## src/sv/grpi_pkg.sv

```systemverilog
// ----------------------------------------------------------------------------
// grpi_pkg
// Shared types and constants of the graph rank block: payload structs,
// action and status codes, datapath micro-operations, command and status.
// ----------------------------------------------------------------------------
package grpi_pkg;

  localparam int unsigned MAX_VERTICES    = 1024;
  localparam int unsigned VTX_W           = 10;
  localparam int unsigned VC_W            = 11;
  localparam int unsigned SCORE_FRAC_BITS = 30;
  localparam int unsigned SCORE_W         = 32;
  localparam int unsigned DAMP_W          = 16;
  localparam int unsigned ITER_W          = 16;
  localparam int unsigned CFG_W           = 32;
  localparam int unsigned CFG_IDX_W       = 2;

  localparam logic [CFG_IDX_W-1:0] CFG_VERTEX_COUNT   = 2'd0;
  localparam logic [CFG_IDX_W-1:0] CFG_DAMPING        = 2'd1;
  localparam logic [CFG_IDX_W-1:0] CFG_TOLERANCE      = 2'd2;
  localparam logic [CFG_IDX_W-1:0] CFG_MAX_ITERATIONS = 2'd3;

  localparam logic [VC_W-1:0]     VC_RESET    = 11'd1024;
  localparam logic [DAMP_W-1:0]   DAMP_RESET  = 16'd55706;
  localparam logic [SCORE_W-1:0]  TOL_RESET   = 32'd1074;
  localparam logic [ITER_W-1:0]   ITER_RESET  = 16'd1000;

  typedef enum logic [1:0] {
    ACT_LOAD  = 2'd0,
    ACT_RUN   = 2'd1,
    ACT_READ  = 2'd2,
    ACT_CLEAR = 2'd3
  } action_e;

  typedef enum logic [1:0] {
    STATUS_OK    = 2'd0,
    STATUS_FULL  = 2'd1,
    STATUS_RANGE = 2'd2
  } status_e;

  typedef struct packed {
    logic [1:0]       action;
    logic [VTX_W-1:0] src_vertex;
    logic [VTX_W-1:0] dst_vertex;
  } in_t;

  typedef struct packed {
    logic [1:0]         status;
    logic [SCORE_W-1:0] score;
    logic [ITER_W-1:0]  iterations;
    logic               converged;
    logic [SCORE_W-1:0] final_error;
  } out_t;

  typedef enum logic [4:0] {
    OP_NOP,
    OP_CAPTURE,
    OP_CLR_ALL,
    OP_CLR_DEG,
    OP_IDX_CLR,
    OP_IDX_INC,
    OP_LOAD_RD,
    OP_LOAD_WR,
    OP_READ_RD,
    OP_DIV_INIT,
    OP_DIV_BASE,
    OP_RUN_START,
    OP_SCORE_INIT,
    OP_ITER_START,
    OP_ACC_FILL,
    OP_EDGE_RD,
    OP_EDGE_VRD,
    OP_MUL,
    OP_DIV_EDGE,
    OP_ACC_WR,
    OP_SW_RD,
    OP_SW_WR,
    OP_ITER_END,
    OP_RESULT
  } dp_op_e;

  typedef struct packed {
    dp_op_e  op;
    status_e status;
    logic    use_score;
  } dp_cmd_t;

  typedef struct packed {
    action_e action;
    logic    load_range;
    logic    read_range;
    logic    full;
    logic    vtx_last;
    logic    clr_last;
    logic    edge_end;
    logic    edge_skip;
    logic    div_busy;
    logic    limit_zero;
    logic    iter_done;
    logic    conv;
  } dp_stat_t;

endpackage

```

## src/sv/grpi_ctrl.sv

```systemverilog
// ----------------------------------------------------------------------------
// grpi_ctrl
// Sequencer: decodes requests and steps the datapath through loads, reads,
// clears and runs.
module grpi_ctrl (
  input  logic               clk_i,
  input  logic               rst_ni,
  input  logic               in_valid_i,
  output logic               in_ready_o,
  output logic               out_valid_o,
  input  logic               out_ready_i,
  input  grpi_pkg::dp_stat_t stat_i,
  output grpi_pkg::dp_cmd_t  cmd_o
);
  import grpi_pkg::*;

  typedef enum logic [4:0] {
    S_SWEEP, S_IDLE, S_DECODE, S_LOAD_WR, S_CLR_DEG, S_DIV1, S_DIV2, S_SINIT,
    S_ITER, S_FILL, S_EDGE0, S_EDGE_CHK, S_E_VRD, S_E_TEST, S_E_DIV, S_E_WAIT,
    S_SW_RD, S_SW_WR, S_ITER_END, S_ITER_CHK, S_RESULT
  } state_e;

  state_e  state_q, state_d;
  logic    out_valid_q, out_valid_d;
  status_e status_q, status_d;
  logic    use_q, use_d;

  always_comb begin
    state_d     = state_q;
    status_d    = status_q;
    use_d       = use_q;
    out_valid_d = out_valid_q && !out_ready_i;
    cmd_o       = '{op: OP_NOP, status: status_q, use_score: use_q};
    unique case (state_q)
      S_SWEEP: begin
        cmd_o.op = OP_CLR_ALL;
        if (stat_i.clr_last) state_d = S_IDLE;
      end
      S_IDLE: begin
        if (in_valid_i) begin
          cmd_o.op = OP_CAPTURE;
          state_d  = S_DECODE;
        end
      end
      S_DECODE: begin
        status_d = STATUS_OK;
        use_d    = 1'b0;
        unique case (stat_i.action)
          ACT_LOAD: begin
            if (stat_i.load_range) begin
              status_d = STATUS_RANGE;
              state_d  = S_RESULT;
            end else if (stat_i.full) begin
              status_d = STATUS_FULL;
              state_d  = S_RESULT;
            end else begin
              cmd_o.op = OP_LOAD_RD;
              state_d  = S_LOAD_WR;
            end
          end
          ACT_RUN: begin
            cmd_o.op = OP_DIV_INIT;
            state_d  = S_DIV1;
          end
          ACT_READ: begin
            if (stat_i.read_range) begin
              status_d = STATUS_RANGE;
            end else begin
              cmd_o.op = OP_READ_RD;
              use_d    = 1'b1;
            end
            state_d = S_RESULT;
          end
          ACT_CLEAR: begin
            cmd_o.op = OP_IDX_CLR;
            state_d  = S_CLR_DEG;
          end
          default: state_d = S_RESULT;
        endcase
      end
      S_LOAD_WR: begin
        cmd_o.op = OP_LOAD_WR;
        state_d  = S_RESULT;
      end
      S_CLR_DEG: begin
        cmd_o.op = OP_CLR_DEG;
        if (stat_i.clr_last) state_d = S_RESULT;
      end
      S_DIV1: begin
        if (!stat_i.div_busy) begin
          cmd_o.op = OP_DIV_BASE;
          state_d  = S_DIV2;
        end
      end
      S_DIV2: begin
        if (!stat_i.div_busy) begin
          cmd_o.op = OP_RUN_START;
          state_d  = S_SINIT;
        end
      end
      S_SINIT: begin
        cmd_o.op = OP_SCORE_INIT;
        if (stat_i.vtx_last) state_d = stat_i.limit_zero ? S_RESULT : S_ITER;
      end
      S_ITER: begin
        cmd_o.op = OP_ITER_START;
        state_d  = S_FILL;
      end
      S_FILL: begin
        cmd_o.op = OP_ACC_FILL;
        if (stat_i.vtx_last) state_d = S_EDGE0;
      end
      S_EDGE0: begin
        cmd_o.op = OP_IDX_CLR;
        state_d  = S_EDGE_CHK;
      end
      S_EDGE_CHK: begin
        if (stat_i.edge_end) begin
          cmd_o.op = OP_IDX_CLR;
          state_d  = S_SW_RD;
        end else begin
          cmd_o.op = OP_EDGE_RD;
          state_d  = S_E_VRD;
        end
      end
      S_E_VRD: begin
        cmd_o.op = OP_EDGE_VRD;
        state_d  = S_E_TEST;
      end
      S_E_TEST: begin
        if (stat_i.edge_skip) begin
          cmd_o.op = OP_IDX_INC;
          state_d  = S_EDGE_CHK;
        end else begin
          cmd_o.op = OP_MUL;
          state_d  = S_E_DIV;
        end
      end
      S_E_DIV: begin
        cmd_o.op = OP_DIV_EDGE;
        state_d  = S_E_WAIT;
      end
      S_E_WAIT: begin
        if (!stat_i.div_busy) begin
          cmd_o.op = OP_ACC_WR;
          state_d  = S_EDGE_CHK;
        end
      end
      S_SW_RD: begin
        cmd_o.op = OP_SW_RD;
        state_d  = S_SW_WR;
      end
      S_SW_WR: begin
        cmd_o.op = OP_SW_WR;
        state_d  = stat_i.vtx_last ? S_ITER_END : S_SW_RD;
      end
      S_ITER_END: begin
        cmd_o.op = OP_ITER_END;
        state_d  = S_ITER_CHK;
      end
      S_ITER_CHK: begin
        state_d = (stat_i.conv || stat_i.iter_done) ? S_RESULT : S_ITER;
      end
      S_RESULT: begin
        if (!out_valid_q || out_ready_i) begin
          cmd_o.op    = OP_RESULT;
          out_valid_d = 1'b1;
          state_d     = S_IDLE;
        end
      end
      default: state_d = S_IDLE;
    endcase
  end

  always_ff @(posedge clk_i or negedge rst_ni) begin
    if (!rst_ni) begin
      state_q     <= S_SWEEP;
      out_valid_q <= 1'b0;
      status_q    <= STATUS_OK;
      use_q       <= 1'b0;
    end else begin
      state_q     <= state_d;
      out_valid_q <= out_valid_d;
      status_q    <= status_d;
      use_q       <= use_d;
    end
  end

  assign in_ready_o  = state_q == S_IDLE;
  assign out_valid_o = out_valid_q;
endmodule

```

## config.mk

```make
export PLATFORM = sky130hd
export DESIGN_NAME = grpi_ctrl
export DESIGN_NICKNAME = d
export VERILOG_FILES = /design/src/sv/grpi_pkg.sv /design/src/sv/grpi_ctrl.sv
export SDC_FILE = /design/constraint.sdc
export NUM_CORES = 1
export LEC_CHECK = 0
export ABC_AREA = 0
export BUFFER_PORTS_ARGS = -buffer_cell sky130_fd_sc_hd__buf_2
export CAP_MARGIN = 20
export CORE_UTILIZATION = 47
export CTS_CLUSTER_SIZE = 40
export DETAILED_ROUTE_END_ITERATION = 12
export MAX_ROUTING_LAYER = met4
export PLACE_DENSITY_LB_ADDON = 0.15
export SYNTH_ARGS = -nofsm -noshare
export SYNTH_HDL_FRONTEND = slang
export SYNTH_SLANG_ARGS = --single-unit
```

## constraint.sdc

```tcl
create_clock -name clk_i -period 2 [get_ports clk_i]
set_clock_uncertainty 0.15 [all_clocks]
set_input_delay 0.3 -clock clk_i [delete_from_list [all_inputs] [get_ports clk_i]]
set_output_delay 0.3 -clock clk_i [all_outputs]
set_load 0.005 [all_outputs]
```

==> impl_metrics.ini <==
[routing]
wl_um = 4340
dr.pass1.iters = 5
drc = 0
vias = 1501
drt_iter0_drc = 91
drtAntennaViolNets = 0
routed_via_density = 6.64
avgRoutedWirePerCell_um = 19.2

[die]
initial_utilization_pct = 51.4
dieArea_um2 = 2400
fp.dieH_um = 49.0
rows = 16
boundaryPins = 27
core_um2 = 2020
fp.dieW_um = 49.0

[power]
p_leak_nw = 0.736
vdd_drop_max_v = 0.00149
power_mw = 2.88
power.density_nw_per_um2 = 1750

[grt]
track_usage_pct = 37.6
grt_pass1_vias = 1423
grt-ovfl-total = 0
antenna_found_initial = 0
grt_max_degree = 16
grt_pass1_wl_um = 6690

[yosys]
yosys_warnings = 0
synth_seq_area_share_pct = 21.7
synthArstFlopShare_pct = 100
synth_area_um2 = 1040
ys.flop_type = dfrtp_1
synthCells = 146
synth_area_per_cell_um2 = 7.11
synthDistinctLibCells = 41
synth_seq_cells = 9
synth_edf_count = 0
synth_nets = 163

[sta]
setup_viol = 8
period_share_pct = 111
fmax_mhz = 449
fin_crit_ns = 2.23
fin_ws_ns = -0.225
rsz0062_at_grt = true
slew_headroom_pct = 64.0
drv_slew = 0
hold_violations = 0
worst_pin_slew_ns = 0.535

[min_path]
hold_class = in2reg
min_from = stat_i[8]
worst_hold_path.endpoint = status_q[0]$_DFFE_PN0P_
whs_path_depth = 3

[placement]
gp_congestion = 1.01
port-buffer-count = 26
place_ws_ns = -0.0486
hpwl_um = 2540

[setup_path]
r2r-end = state_q[0]$_DFFE_PN0P_
r2r_slack_ns = -0.06
critPathLaunchType = register
cp_slowest_stage_delay_ns = 0.43
critPathArrivalTime_ns = 1.78
r2r_cells = 8
crit_type = reg2out
end_kind = output port
required_ns = 1.55
cp_slowest_cell = dfrtp_2
cp_max_fo = 12
r2r_start = state_q[0]$_DFFE_PN0P_
path_cells = buf_8 > nand2_2 > a31oi_1 > o32a_1 > o2111ai_2 > buf_2

[clock_tree]
cts_tree = yes
cts_sinks = 9
numCtsBuffers = 3
cts.clk_slew.worst_paths_ns = 0.07
cts_max_path_buffers = 2
worstSkewPairLatency_ns = 0.26
htreeDepth = 1
ctsRootBufferMaster = clkbuf_4

[layout]
layout-drive-gt1-share_pct = 50.8
diodes = 0
final_common_cell = buf_2
layout_common_cells = buf_2 (27), buf_4 (23), a21oi_1 (10), nand2_1 (10), buf_6 (9)
nets = 217
area_growth_pct = 58.2

[status]
failed_checks = negative setup slack
status = finished with violations

[run]
cap_violations = 0
[stage by stage]
| step | hold WS [ns] | std cells | setup TNS [ns] | utilization (%) | area [um2] |
|---|---|---|---|---|---|
| 6_report | 0.141 | 226 | -0.738 | 81.3 | 1640 |
| 5_1_grt | 0.161 | 226 | -1.12 | 81.3 | 1640 |
| 4_1_cts | 0.155 | 224 | -0.154 | 77.1 | 1560 |
| 3_5_place_dp | 0.00932 | 207 | -0.137 | 64.3 | 1300 |
| 3_3_place_gp | 0.00696 | 207 | -0.101 | 64.3 | 1300 |
| 2_1_floorplan | -0.146 | 146 | 0 | - | 1040 |
[synth_stat cells, types with 2 or more instances]
master | n | area share [%]
dfrtp_1 | 9 | 22
nor2b_1 | 8 | 4.8
o22ai_1 | 3 | 1.8
buf_4 | 2 | 1.4
nor2_1 | 13 | 4.7
nand3_1 | 3 | 1.4
inv_1 | 5 | 1.8
mux2i_1 | 2 | 1.9
clkbuf_1 | 6 | 2.2
mux2_2 | 5 | 5.4
buf_1 | 2 | 0.72
a22oi_1 | 2 | 1.4
nand2b_1 | 6 | 3.6
nand4_1 | 3 | 1.8
o21ai_0 | 11 | 5.3
buf_2 | 3 | 1.4
a31oi_1 | 4 | 2.4
o211ai_1 | 3 | 2.2
o2111ai_1 | 2 | 1.7
nor3_1 | 7 | 3.4
nand2_1 | 12 | 4.3
nor4_1 | 3 | 1.8
o31ai_1 | 2 | 1.4
a21oi_1 | 13 | 6.3
[worst max-delay path by stage]
| stage | startpoint | slack, ns | end |
|---|---|---|---|
| CTS | state_q[0]$_DFFE_PN0P_ | -0.1 | cmd_o[4] |
| detailed placement | state_q[2]$_DFFE_PN0P_ | -0.05 | state_q[0]$_DFFE_PN0P_ |
| finish | state_q[1]$_DFFE_PN0P_ | -0.23 | cmd_o[4] |
| global placement | state_q[2]$_DFFE_PN0P_ | -0.04 | state_q[0]$_DFFE_PN0P_ |
| global route | state_q[0]$_DFFE_PN0P_ | -0.23 | cmd_o[4] |
| floorplan | state_q[2]$_DFFE_PN0P_ | 0.11 | state_q[0]$_DFFE_PN0P_ |
[what timing repair did]
item | CTS | global route
hold buffers | 1 | 0
pin swaps | 11 | 6
endpoints found under the hold margin | 9 | 0
setup endpoints to repair | 8 | 10
gates resized for setup | 37 | 14
cloned | 1 | 0
buffers inserted | 11 | 3
[report_power, final]
part           switching, mW  internal [mW]
Sequential            0.0896          0.266
Clock                 0.0699         0.0772
Combinational           1.20           1.17
Total                   1.36           1.52
[worst max-delay path, delay by kind of cell, from the launching register on]
family | cells | cell delay (ns)
flops | 1 | 0.43
simple gates | 1 | 0.10
compound gates | 3 | 0.64
buf+inv | 2 | 0.34
[cell families (layout without fill, tap and decap cells)]
| kind of cell | count (synthesis) | after routing | synth area share [%] |
|---|---|---|---|
| XOR/XNOR | 1 | 1 | 0.844 |
| buffers and inverters | 18 | 71 | 7.59 |
| flip-flops | 9 | 9 | 21.7 |
| AND/OR/NAND/NOR | 61 | 61 | 31.8 |
| AO/OA/AOI/OAI | 50 | 50 | 30.7 |
| multiplexers | 7 | 7 | 7.35 |
[sequential cells by signal (all words and copies together) (netlist names)]
signal / cells
out_valid_o: 1
state_q: 5
status_q: 2
use_q: 1
[layout make-up]
class                           count  area, um2
Inverter                            5       18.8
Fill cell                         130        379
Multi-Input combinational cell    119        881
Clock buffer                        4       26.3
Timing Repair Buffer               62        454
Sequential cell                     9        229
Tap cell                           27       33.8
[per-layer routing]
metal	wire (um)	vias to the layer above	global-route usage, %
li1	-	658	-
met1	1670	685	45.2
met2	1990	122	62.3
met3	465	36	8.41
met4	218	0	11.8
met5	0	-	-
No activity file was read; power rests on OpenSTA's default activity.
